### config.mk
export PLATFORM = sky130hd
export DESIGN_NAME = stream_find_replace_top
export DESIGN_NICKNAME = d
export VERILOG_FILES = /design/src/rtl/core/sfr_pkg.sv /design/src/rtl/core/sfr_window.sv /design/src/rtl/core/stream_find_replace_top.sv
export SDC_FILE = /design/constraint.sdc
export NUM_CORES = 1
export LEC_CHECK = 0
export ABC_CLOCK_PERIOD_IN_PS = 8000
export BUFFER_PORTS_ARGS = -buffer_cell sky130_fd_sc_hd__buf_4
export CELL_PAD_IN_SITES_DETAIL_PLACEMENT = 0
export CELL_PAD_IN_SITES_GLOBAL_PLACEMENT = 2
export CORE_AREA = 2 2 143 180
export DETAILED_ROUTE_END_ITERATION = 8
export DIE_AREA = 0 0 145 182
export PLACE_DENSITY = 0.94
export REMOVE_ABC_BUFFERS = 1
export SYNTH_ARGS = -nofsm -noshare
export SYNTH_HDL_FRONTEND = slang
export SYNTH_SLANG_ARGS = --single-unit
### constraint.sdc
create_clock -name clk_i -period 8 [get_ports clk_i]
set_clock_uncertainty 0.05 [all_clocks]
set_input_delay 0.4 -clock clk_i [delete_from_list [all_inputs] [get_ports clk_i]]
set_output_delay 0.4 -clock clk_i [all_outputs]
set_load 0.01 [all_outputs]
### src/rtl/core/sfr_pkg.sv
// Shared types and constants for the stream find-and-replace block.
// No dependencies; used by sfr_window, stream_find_replace_top and the testbench.
`default_nettype none

package sfr_pkg;

  localparam int unsigned ByteW      = 8;
  localparam int unsigned MaxSearch  = 8;
  localparam int unsigned MaxReplace = 8;
  localparam int unsigned PatW       = MaxSearch * ByteW;
  localparam int unsigned RepW       = MaxReplace * ByteW;
  localparam int unsigned LenW       = 4;
  localparam int unsigned WinIdxW    = $clog2(MaxSearch);
  localparam int unsigned RepIdxW    = $clog2(MaxReplace);
  localparam int unsigned CfgIdxW    = 2;
  localparam int unsigned CfgDataW   = 64;

  typedef enum logic [CfgIdxW-1:0] {
    CfgSearchBytes,
    CfgSearchLength,
    CfgReplaceBytes,
    CfgReplaceLength
  } cfg_reg_e;

  typedef enum logic [2:0] {
    StIdle,
    StLoad,
    StCheck,
    StFlush,
    StRepl,
    StEnd
  } state_e;

  typedef struct packed {
    logic append;
    logic shift;
    logic clear;
  } win_ctrl_t;

  typedef struct packed {
    logic [LenW-1:0]  fill;
    logic [ByteW-1:0] oldest;
    logic             prefix;
    logic             full_match;
  } win_stat_t;

  function automatic logic [LenW-1:0] sat_len(logic [LenW-1:0] n, logic [LenW-1:0] lim);
    sat_len = (n > lim) ? lim : n;
  endfunction

endpackage

`default_nettype wire

### src/rtl/core/sfr_window.sv
// Match window: byte shift line, fill count and the shared prefix comparator.
// Depends on sfr_pkg.
`default_nettype none

module sfr_window (
  input  wire logic                         clk_i,
  input  wire logic                         rst_ni,
  input  wire sfr_pkg::win_ctrl_t           ctrl_i,
  input  wire logic [sfr_pkg::ByteW-1:0]    byte_i,
  input  wire logic [sfr_pkg::PatW-1:0]     pattern_i,
  input  wire logic [sfr_pkg::LenW-1:0]     slen_i,
  output sfr_pkg::win_stat_t                stat_o
);

  logic [sfr_pkg::ByteW-1:0] win_q [sfr_pkg::MaxSearch];
  logic [sfr_pkg::LenW-1:0]  fill_q, fill_d;
  logic [sfr_pkg::MaxSearch-1:0] lane_ok;
  logic prefix;

  always_comb begin
    fill_d = fill_q;
    if (ctrl_i.clear) begin
      fill_d = '0;
    end else if (ctrl_i.shift) begin
      fill_d = fill_q - sfr_pkg::LenW'(1);
    end else if (ctrl_i.append) begin
      fill_d = fill_q + sfr_pkg::LenW'(1);
    end
  end

  always_ff @(posedge clk_i or negedge rst_ni) begin
    if (!rst_ni) begin
      fill_q <= '0;
    end else begin
      fill_q <= fill_d;
    end
  end

  always_ff @(posedge clk_i) begin
    if (ctrl_i.shift) begin
      for (int i = 0; i < sfr_pkg::MaxSearch - 1; i++) begin
        win_q[i] <= win_q[i+1];
      end
    end else if (ctrl_i.append) begin
      win_q[fill_q[sfr_pkg::WinIdxW-1:0]] <= byte_i;
    end
  end

  // unused lanes beyond the fill always pass
  always_comb begin
    for (int i = 0; i < sfr_pkg::MaxSearch; i++) begin
      lane_ok[i] = (sfr_pkg::LenW'(i) >= fill_q) ||
                   (win_q[i] == pattern_i[i*sfr_pkg::ByteW +: sfr_pkg::ByteW]);
    end
  end

  assign prefix = (slen_i != '0) && (fill_q <= slen_i) && (&lane_ok);

  assign stat_o.fill       = fill_q;
  assign stat_o.oldest     = win_q[0];
  assign stat_o.prefix     = prefix;
  assign stat_o.full_match = prefix && (fill_q == slen_i);

endmodule

`default_nettype wire

### src/rtl/core/stream_find_replace_top.sv
// Stream find-and-replace top level: config registers, sequencer, output stage.
// Depends on sfr_pkg and sfr_window.
//
//  channel  dir  handshake                  payload
//  s_axis   in   tvalid/tready              tdata[7:0] text byte, tlast final byte
//  m_axis   out  tvalid/tready              tdata[7:0] byte, tuser valid, tlast end
//  cfg      in   cfg_we_i (no wait)         cfg_index_i, cfg_data_i
//
// Each input transfer takes the sequencer through load, shifting bytes out of the window,
// a decision, a closing state and idle, which accepts the next byte. A match adds the
// replacement bytes and the end of the count; a final byte that leaves a partial match
// adds the flushed bytes.
// Reset clears fill count and control; the window bytes need no clearing.
// Bytes leave via a pending slot and the output register; a stalled m_axis holds the
// sequencer at its next emitted byte.
`default_nettype none

module stream_find_replace_top (
  input  wire logic                           clk_i,
  input  wire logic                           rst_ni,
  input  wire logic                           s_axis_tvalid,
  output logic                                s_axis_tready,
  input  wire logic [7:0]                     s_axis_tdata,   // [7:0] text_byte
  input  wire logic                           s_axis_tlast,
  output logic                                m_axis_tvalid,
  input  wire logic                           m_axis_tready,
  output logic [7:0]                          m_axis_tdata,   // [7:0] out_byte
  output logic                                m_axis_tuser,   // [0] byte_valid
  output logic                                m_axis_tlast,
  input  wire logic                           cfg_we_i,
  input  wire logic [sfr_pkg::CfgIdxW-1:0]    cfg_index_i,
  input  wire logic [sfr_pkg::CfgDataW-1:0]   cfg_data_i
);

  logic [sfr_pkg::PatW-1:0] search_q;
  logic [sfr_pkg::RepW-1:0] replace_q;
  logic [sfr_pkg::LenW-1:0] slen_cfg_q, rlen_cfg_q, slen, rlen;

  sfr_pkg::state_e state_q, state_d;
  logic [sfr_pkg::LenW-1:0] rcnt_q, rcnt_d;
  logic [sfr_pkg::ByteW-1:0] byte_q;
  logic last_q;

  logic [sfr_pkg::ByteW-1:0] pend_byte_q;
  logic pend_v_q;
  logic [sfr_pkg::ByteW-1:0] out_byte_q;
  logic out_bv_q, out_eot_q, out_v_q;

  sfr_pkg::win_ctrl_t ctrl;
  sfr_pkg::win_stat_t stat;

  logic s_accept, out_free, can_emit;
  logic emit, push_pend, push_null;
  logic [sfr_pkg::ByteW-1:0] emit_byte;

  assign slen = sfr_pkg::sat_len(slen_cfg_q, sfr_pkg::LenW'(sfr_pkg::MaxSearch));
  assign rlen = sfr_pkg::sat_len(rlen_cfg_q, sfr_pkg::LenW'(sfr_pkg::MaxReplace));

  always_ff @(posedge clk_i or negedge rst_ni) begin
    if (!rst_ni) begin
      search_q   <= '0;
      slen_cfg_q <= '0;
      replace_q  <= '0;
      rlen_cfg_q <= '0;
    end else if (cfg_we_i) begin
      case (cfg_index_i)
        sfr_pkg::CfgSearchBytes:   search_q   <= cfg_data_i[sfr_pkg::PatW-1:0];
        sfr_pkg::CfgSearchLength:  slen_cfg_q <= cfg_data_i[sfr_pkg::LenW-1:0];
        sfr_pkg::CfgReplaceBytes:  replace_q  <= cfg_data_i[sfr_pkg::RepW-1:0];
        sfr_pkg::CfgReplaceLength: rlen_cfg_q <= cfg_data_i[sfr_pkg::LenW-1:0];
        default: ;
      endcase
    end
  end

  sfr_window u_window (
    .clk_i     (clk_i),
    .rst_ni    (rst_ni),
    .ctrl_i    (ctrl),
    .byte_i    (byte_q),
    .pattern_i (search_q),
    .slen_i    (slen),
    .stat_o    (stat)
  );

  assign s_axis_tready = (state_q == sfr_pkg::StIdle);
  assign s_accept      = s_axis_tvalid && s_axis_tready;
  assign out_free      = !out_v_q || m_axis_tready;
  // a new byte parks in the pending slot; the previous one moves to the output
  assign can_emit      = !pend_v_q || out_free;

  always_comb begin
    state_d   = state_q;
    rcnt_d    = rcnt_q;
    ctrl      = '0;
    emit      = 1'b0;
    emit_byte = stat.oldest;
    push_pend = 1'b0;
    push_null = 1'b0;
    case (state_q)
      sfr_pkg::StIdle: begin
        if (s_accept) begin
          state_d = sfr_pkg::StLoad;
        end
      end
      sfr_pkg::StLoad: begin
        if (stat.fill == sfr_pkg::LenW'(sfr_pkg::MaxSearch)) begin
          if (can_emit) begin
            emit       = 1'b1;
            ctrl.shift = 1'b1;
          end
        end else begin
          ctrl.append = 1'b1;
          state_d     = sfr_pkg::StCheck;
        end
      end
      sfr_pkg::StCheck: begin
        if (stat.fill == '0) begin
          state_d = sfr_pkg::StEnd;
        end else if (stat.prefix) begin
          if (stat.full_match) begin
            ctrl.clear = 1'b1;
            rcnt_d     = '0;
            state_d    = sfr_pkg::StRepl;
          end else begin
            state_d = last_q ? sfr_pkg::StFlush : sfr_pkg::StEnd;
          end
        end else if (can_emit) begin
          emit       = 1'b1;
          ctrl.shift = 1'b1;
        end
      end
      sfr_pkg::StFlush: begin
        if (stat.fill == '0) begin
          state_d = sfr_pkg::StEnd;
        end else if (can_emit) begin
          emit       = 1'b1;
          ctrl.shift = 1'b1;
        end
      end
      sfr_pkg::StRepl: begin
        emit_byte = replace_q[rcnt_q[sfr_pkg::RepIdxW-1:0]*sfr_pkg::ByteW +: sfr_pkg::ByteW];
        if (rcnt_q == rlen) begin
          state_d = sfr_pkg::StEnd;
        end else if (can_emit) begin
          emit   = 1'b1;
          rcnt_d = rcnt_q + sfr_pkg::LenW'(1);
        end
      end
      sfr_pkg::StEnd: begin
        if (pend_v_q) begin
          if (out_free) begin
            push_pend = 1'b1;
            state_d   = sfr_pkg::StIdle;
          end
        end else if (last_q) begin
          if (out_free) begin
            push_null = 1'b1;
            state_d   = sfr_pkg::StIdle;
          end
        end else begin
          state_d = sfr_pkg::StIdle;
        end
      end
      default: state_d = sfr_pkg::StIdle;
    endcase
  end

  always_ff @(posedge clk_i or negedge rst_ni) begin
    if (!rst_ni) begin
      state_q  <= sfr_pkg::StIdle;
      rcnt_q   <= '0;
      last_q   <= 1'b0;
      pend_v_q <= 1'b0;
      out_v_q  <= 1'b0;
    end else begin
      state_q <= state_d;
      rcnt_q  <= rcnt_d;
      if (s_accept) begin
        last_q <= s_axis_tlast;
      end
      if (emit) begin
        pend_v_q <= 1'b1;
      end else if (push_pend) begin
        pend_v_q <= 1'b0;
      end
      if ((emit && pend_v_q) || push_pend || push_null) begin
        out_v_q <= 1'b1;
      end else if (m_axis_tready) begin
        out_v_q <= 1'b0;
      end
    end
  end

  always_ff @(posedge clk_i) begin
    if (s_accept) begin
      byte_q <= s_axis_tdata;
    end
    if (emit) begin
      pend_byte_q <= emit_byte;
    end
    if ((emit && pend_v_q) || push_pend) begin
      out_byte_q <= pend_byte_q;
      out_bv_q   <= 1'b1;
      out_eot_q  <= push_pend && last_q;
    end else if (push_null) begin
      out_byte_q <= '0;
      out_bv_q   <= 1'b0;
      out_eot_q  <= 1'b1;
    end
  end

  assign m_axis_tvalid = out_v_q;
  assign m_axis_tdata  = out_byte_q;
  assign m_axis_tuser  = out_bv_q;
  assign m_axis_tlast  = out_eot_q;

endmodule

`default_nettype wire

# ---- Word-level counts from Yosys, hierarchy flattened
# Memory sizes are Yosys's and may differ from the RTL's.
# Cells that the tools add are included.
dict set report word_totals {
  memories 1
  inputBits 80
  out_inout_bits 12
  reg_bits 176
  elab_cells 157
  mem_bits_rw 64
}
# name words word_bits read_ports rd_ports_with_merged_regs write_ports line
set memory_table {}
lappend memory_table {u_window.win_q 8 8 8 0 7 sfr_window.sv:15} ;# logic [sfr_pkg::ByteW-1:0] win_q [sfr_pkg::MaxSearch];
dict set report op_classes {
  n_lt_le_gt_ge 11
  n_shift 1
  addsub 3
  n_reduce_logical 37
  mux 60
  n_eq_ne 29
}
# cell n
set ops {}
lappend ops {{8-bit == test} 8}
lappend ops {{64-bit by 7-bit variable part select with 8-bit output} 1}
lappend ops {{4-bit 2-to-1 mux} 10}
lappend ops {{3-bit 2-to-1 mux} 12}
lappend ops {{8-bit 2-to-1 mux} 4}
lappend ops {{1-bit 2-to-1 mux} 29}
lappend ops {{3-bit one-hot mux with 6 select lines} 1}
lappend ops {{3-bit by 4-bit greater-or-equal comparator with 1-bit output, first input constant} 4}
lappend ops {{2-bit != test, second input constant} 7}
lappend ops {{1-bit logical OR} 12}
lappend ops {{4-bit by 1-bit adder with 4-bit output, second input constant} 2}
lappend ops {{4-bit == test} 2}
lappend ops {{1-bit by 4-bit greater-or-equal comparator with 1-bit output, first input constant} 2}
lappend ops {{2-bit by 4-bit greater-or-equal comparator with 1-bit output, first input constant} 2}
lappend ops {{4-bit > comparator, second input constant} 2}
lappend ops {{4-bit one-hot mux with 2 select lines} 1}
lappend ops {{2-bit AND reduction} 4}
lappend ops {{8-bit AND reduction} 1}
lappend ops {{2-bit nonzero test} 4}
lappend ops {{8-bit OR reduction} 1}
lappend ops {{3-bit by 2-bit == test with 1-bit output, second input constant} 2}
lappend ops {{3-bit == test, second input constant} 2}
lappend ops {{1-bit logical AND} 6}
lappend ops {{6-bit AND reduction} 1}
lappend ops {{other kinds (18)} 21}

# ---- Logic depth before layout (Yosys ltp)
dict set report logic_depth {
  ltp_word 14
  depth_mapped 11
  depth_no_buf 10
}

# ---- Modules after synthesis
# Synthesis repeated with hierarchy kept, for this count alone.
dict set report unflattened {
  cells_unflattened 814
  hier_area_um2 11128.2
}
# module n_inst cells_each seq_area_each_um2 area_each_um2
set modules_own_cells {}
lappend modules_own_cells {stream_find_replace_top 1 478 4424.2 7247.0}
lappend modules_own_cells {sfr_window 1 336 2021.9 3881.2}

# ---- Worst setup path after synthesis
# OpenSTA, ideal clock, no wires.
dict set report synth_path {
  path_kind {register to register}
  startpoint {register u_window.fill_q[0] (netlist name)}
  endpoint {memory u_window.win_q[6][0] (netlist name), enable pin}
  slack_ns 5.081
  arrival_time_ns 2.485
  setup_time_ns 0.384
  stages_incl_launch_ff 8
  path_cell_list {dfrtp_1 > inv_1 > ha_1 > nor2b_1 > a211oi_1 > buf_2 > nand3_1 > o21ai_0}
}
# item line
set synth_lines {}
lappend synth_lines {{start: declaration} sfr_window.sv:16} ;# logic [sfr_pkg::LenW-1:0] fill_q, fill_d;
lappend synth_lines {{start signal: assignment} sfr_window.sv:35} ;# fill_q <= fill_d;
lappend synth_lines {{end: declaration} sfr_window.sv:15}

# ---- Worst setup path after layout
dict set report layout_path {
  startpoint {register u_window.fill_q[0] (netlist name)}
  endpoint {register out_byte_q, in the netlist m_axis_tdata[6], enable pin}
}
dict set report layout_between {
  elab_chain_len 10
}
# item line
set layout_rtl {}
lappend layout_rtl {{1-bit by 4-bit greater-or-equal comparator with 1-bit output (tied with other cells)} sfr_window.sv:52} ;# lane_ok[i] = (sfr_pkg::LenW'(i) >= fill_q) ||
lappend layout_rtl {{1-bit logical OR} sfr_window.sv:52}
lappend layout_rtl {{8-bit AND reduction} sfr_window.sv:57} ;# assign prefix = (slen_i != '0) && (fill_q <= slen_i) && (&lane_ok);
lappend layout_rtl {{1-bit logical AND} sfr_window.sv:57}
lappend layout_rtl {{1-bit 2-to-1 mux} stream_find_replace_top.sv:120} ;# end else if (stat.prefix) begin
lappend layout_rtl {{1-bit 2-to-1 mux} stream_find_replace_top.sv:118} ;# if (stat.fill == '0) begin
lappend layout_rtl {{1-bit one-hot mux with 4 select lines (*)} stream_find_replace_top.sv:100} ;# case (state_q)
lappend layout_rtl {{1-bit logical AND (*)} stream_find_replace_top.sv:202} ;# if ((emit && pend_v_q) || push_pend) begin
lappend layout_rtl {{1-bit logical OR (*)} stream_find_replace_top.sv:202}
lappend layout_rtl {{2-bit nonzero test (no line) (*)} n/a}
lappend layout_rtl {{end signal: assignment} stream_find_replace_top.sv:203} ;# out_byte_q <= pend_byte_q;
lappend layout_rtl {{end: declaration} stream_find_replace_top.sv:46} ;# logic [sfr_pkg::ByteW-1:0] out_byte_q;
# Mark *: on every way between the ends. The rest lies on a longest branch, timed or not.
# A chain may end at the register's enable or synchronous reset.

==> summary.txt <==
Timing
  – RSZ-0062 raised after global routing: false
  – Fmax: ~0.25 GHz
  – Worst-Margin Slew: ~1.1 ns
  – Setup TNS: 0 ns
  – Final Slew Violations: 0
  – Final setup fails: 0
  – Final worst path period need: 4.01 ns
  – Hold Fails Final Rpt: 0
  – Tcrit/Tclk final: 0.501
  – Max-slew headroom: 0.286

Die
  – Die Footprint: 26400 sq um
  – Die H: 182 um
  – Core Region: 24800 sq um
  – IO Count: between 90 and 100
  – FP Rows: between 60 and 70
  – Chip width: ~150 um
  – Initial Utilization: 0.441

Yosys
  – Cell taking the most area after synthesis: dfrtp_1
  – Prevailing post-synth register cell: dfrtp_1
  – Synth cell types: 47
  – Post-synth EDFFs: 89
  – Area contributors post-synth: dfrtp_1 (34%), edfxtp_1 (24%), mux2_2 (14%)
  – Synth Register Bits: 240
  – Syn_area_per_cell: 13.3 sq um
  – Synth top area share: 0.343
  – Post-synthesis sequential area ratio: 0.589
  – Async S/R FF share, synth: 0.625
  – Netlist Area Pre-Place: 10900 sq um
  – Post-synthesis instance total: 824
  – Synth warn: 0
  – Most frequent cells after synthesis: dfrtp_1 (150), mux2_2 (137), edfxtp_1 (89)
  – Top-count cell post-synth: dfrtp_1

Place
  – Hpwl dp: ~18000 um
  – Placed insts: 1219
  – Global placer's final weighted congestion: 0.879
  – IO Port Bufs: 91

Global route
  – Vias in the first global route: 7189
  – Grt total ovfl: 0
  – Initial antenna violation count: 0
  – GRT Total Usage: 0.197
  – Largest net degree at the start of global routing: 80
  – Global-route wire length before repair: 40200 um

Routing
  – Post-route DRC: 0
  – DR iter-0 viols: 351
  – Top routing layer used: met4
  – DRT Pass-1 Iters: 4
  – Met1 WL: roughly 11000 um
  – Via count: 6794
  – Met3 wire len: 915 um
  – Wire per inst: 20.1 um
  – Wire length on met2: 13400 um
  – Post-DRT Antenna Nets: 0
  – Routed Wire Length: approximately 26000 um
  – Via-to-Cell Ratio: between 5 and 6

CTS
  – Number of buffers created by CTS: 25
  – PostCTS Resize Cnt: 0
  – CTS HTree Levels: 1
  – CTS root buf: clkbuf_16
  – Hold_buf cts: 8
  – Deepest clock path buffer count: 3
  – Postcts setup bufs: 0
  – Sink Count: 240
  – Clk slew on worst S/H paths: 0.06 ns
  – CTS tree: built
  – Clk Latency, worst-skew pair: 0.53 ns

Cells and area
  – Nets: 1009
  – Non-Filler Instances: about 1300
  – Synth-to-layout area growth: 18.3%
  – Share of cells above drive strength 1: 0.322
  – Antenna cells: 0

Pwr
  – Leak Pwr: 5.28 nW
  – P per Cell Area: roughly 350 nW/um^2
  – Maximum vdd ir drop: approximately 0.00019 V

Setup path
  – CP required: 8.12 ns
  – Crit. End Element: flip-flop
  – Startpoint types: flip-flop
  – Worst Path Arrival: 4.13 ns
  – CP Class: reg -> reg
  – CP Max Fanout: 12

Min path
  – Hold Path Class: in -> reg

Job
  – MaxCap Viol Count: 0

Status
  – Status: complete, no violations
-- logic make-up (layout without fill, tap and decap cells) --
family / Yosys count / in the layout / share of synthesized area
XOR/XNOR: 69 / 69 / 0.0552
AO/OA/AOI/OAI: 105 / 105 / 0.0579
flip-flops: 240 / 240 / 0.589
AND/OR/NAND/NOR: 171 / 171 / 0.0762
buffers and inverters: 59 / 174 / 0.0213
adder cells (fa/ha/maj): 9 / 9 / 0.0103
multiplexers: 171 / 171 / 0.190
-- layout by cell type, fill, tap and decap left out, types with 3 or more instances in the layout --
cell / Yosys / layout
dfrtp_1: 150 / 150
mux2_2: 137 / 137
buf_4: 0 / 99
edfxtp_1: 89 / 89
xor2_1: 67 / 67
nor2_1: 54 / 54
a21oi_1: 54 / 54
nand2_1: 43 / 43
o21ai_0: 28 / 28
clkbuf_16: 0 / 28
inv_1: 19 / 19
mux2i_1: 18 / 18
nor4_1: 18 / 18
mux4_2: 16 / 16
and2_1: 14 / 14
nand3_1: 10 / 10
ha_1: 9 / 9
dlygate4sd3_1: 0 / 9
clkbuf_1: 29 / 6
nor3_1: 5 / 5
nor2b_1: 5 / 5
clkbuf_8: 0 / 5
nand2b_1: 4 / 4
nand4_1: 4 / 4
clkinv_2: 0 / 4
o21ai_1: 3 / 3
-- flip-flops by register name (all words and copies together) (netlist names) --
| signal | cells |
|---|---|
| replace_q | 64 |
| search_q | 64 |
| u_window.win_q | 64 |
| byte_q | 8 |
| m_axis_tdata | 8 |
| pend_byte_q | 8 |
| rcnt_q | 4 |
| rlen_cfg_q | 4 |
| slen_cfg_q | 4 |
| u_window.fill_q | 4 |
| state_q | 3 |
| last_q | 1 |
| m_axis_tlast | 1 |
| m_axis_tuser | 1 |
| m_axis_tvalid | 1 |
| pend_v_q | 1 |
-- critical path, stage by stage, from the launching register on --
cell       delay, ns
dfrtp_1         0.49
inv_1           0.30
ha_1            0.34
nor2b_1         0.31
o21ai_1         0.18
and2_1          0.19
o21ai_0         0.25
o21ai_1         0.16
a2111oi_2       0.89
nand2b_1        0.48
-- final cells by class --
type / count / area, sq um
Sequential cell: 240 / 6450
Inverter: 19 / 71.3
Fill cell: 2133 / 11900
Clock inverter: 7 / 88.8
Clock buffer: 39 / 792
Timing Repair Buffer: 109 / 845
Multi-Input combinational cell: 525 / 4280
Tap cell: 335 / 419
-- where the power goes --
group,internal [W],switching [W],total [W]
combinational,0.000574,0.000800,0.00137
clock,0.000745,0.000475,0.00122
sequential,0.00173,0.000261,0.00199
-- routing by layer --
metal / GRT usage / vias to the layer above
met2: 0.360 / 129
met1: 0.246 / 3459
li1: - / 3171
met5: 0 / -
met4: 0.0539 / 0
met3: 0.0246 / 35
-- path summary, 6_finish.rpt --
path	slack [ns]	from	endpoint	depth (start not counted)
worst max register to register	3.99	u_window.fill_q[0]	m_axis_tdata[6]	9
worst max-delay path	3.99	u_window.fill_q[0]	m_axis_tdata[6]	9
max in group asynchronous	5.95	rst_ni	rlen_cfg_q[3]	3
worst min-delay path	0.06	s_axis_tlast	last_q	2
worst min register to register	0.42	m_axis_tuser	m_axis_tuser	1
min in group asynchronous	0.40	rst_ni	replace_q[53]	2
-- stage by stage --
stage	total power (W)	setup slack, ns	cell area (sq um)	util	hold WS [ns]
global route	0.00484	3.70	12900	0.522	0.0527
finish	0.00458	3.99	12900	0.522	0.0642
detailed placement	0.00339	4.06	12000	0.483	0.400
CTS	0.00462	4.01	12900	0.522	0.00388
global placement	0.00335	4.06	12000	0.483	0.390
floorplan	0.00286	2.11	10800	-	0.0544
No activity file was read; power rests on OpenSTA's default activity.
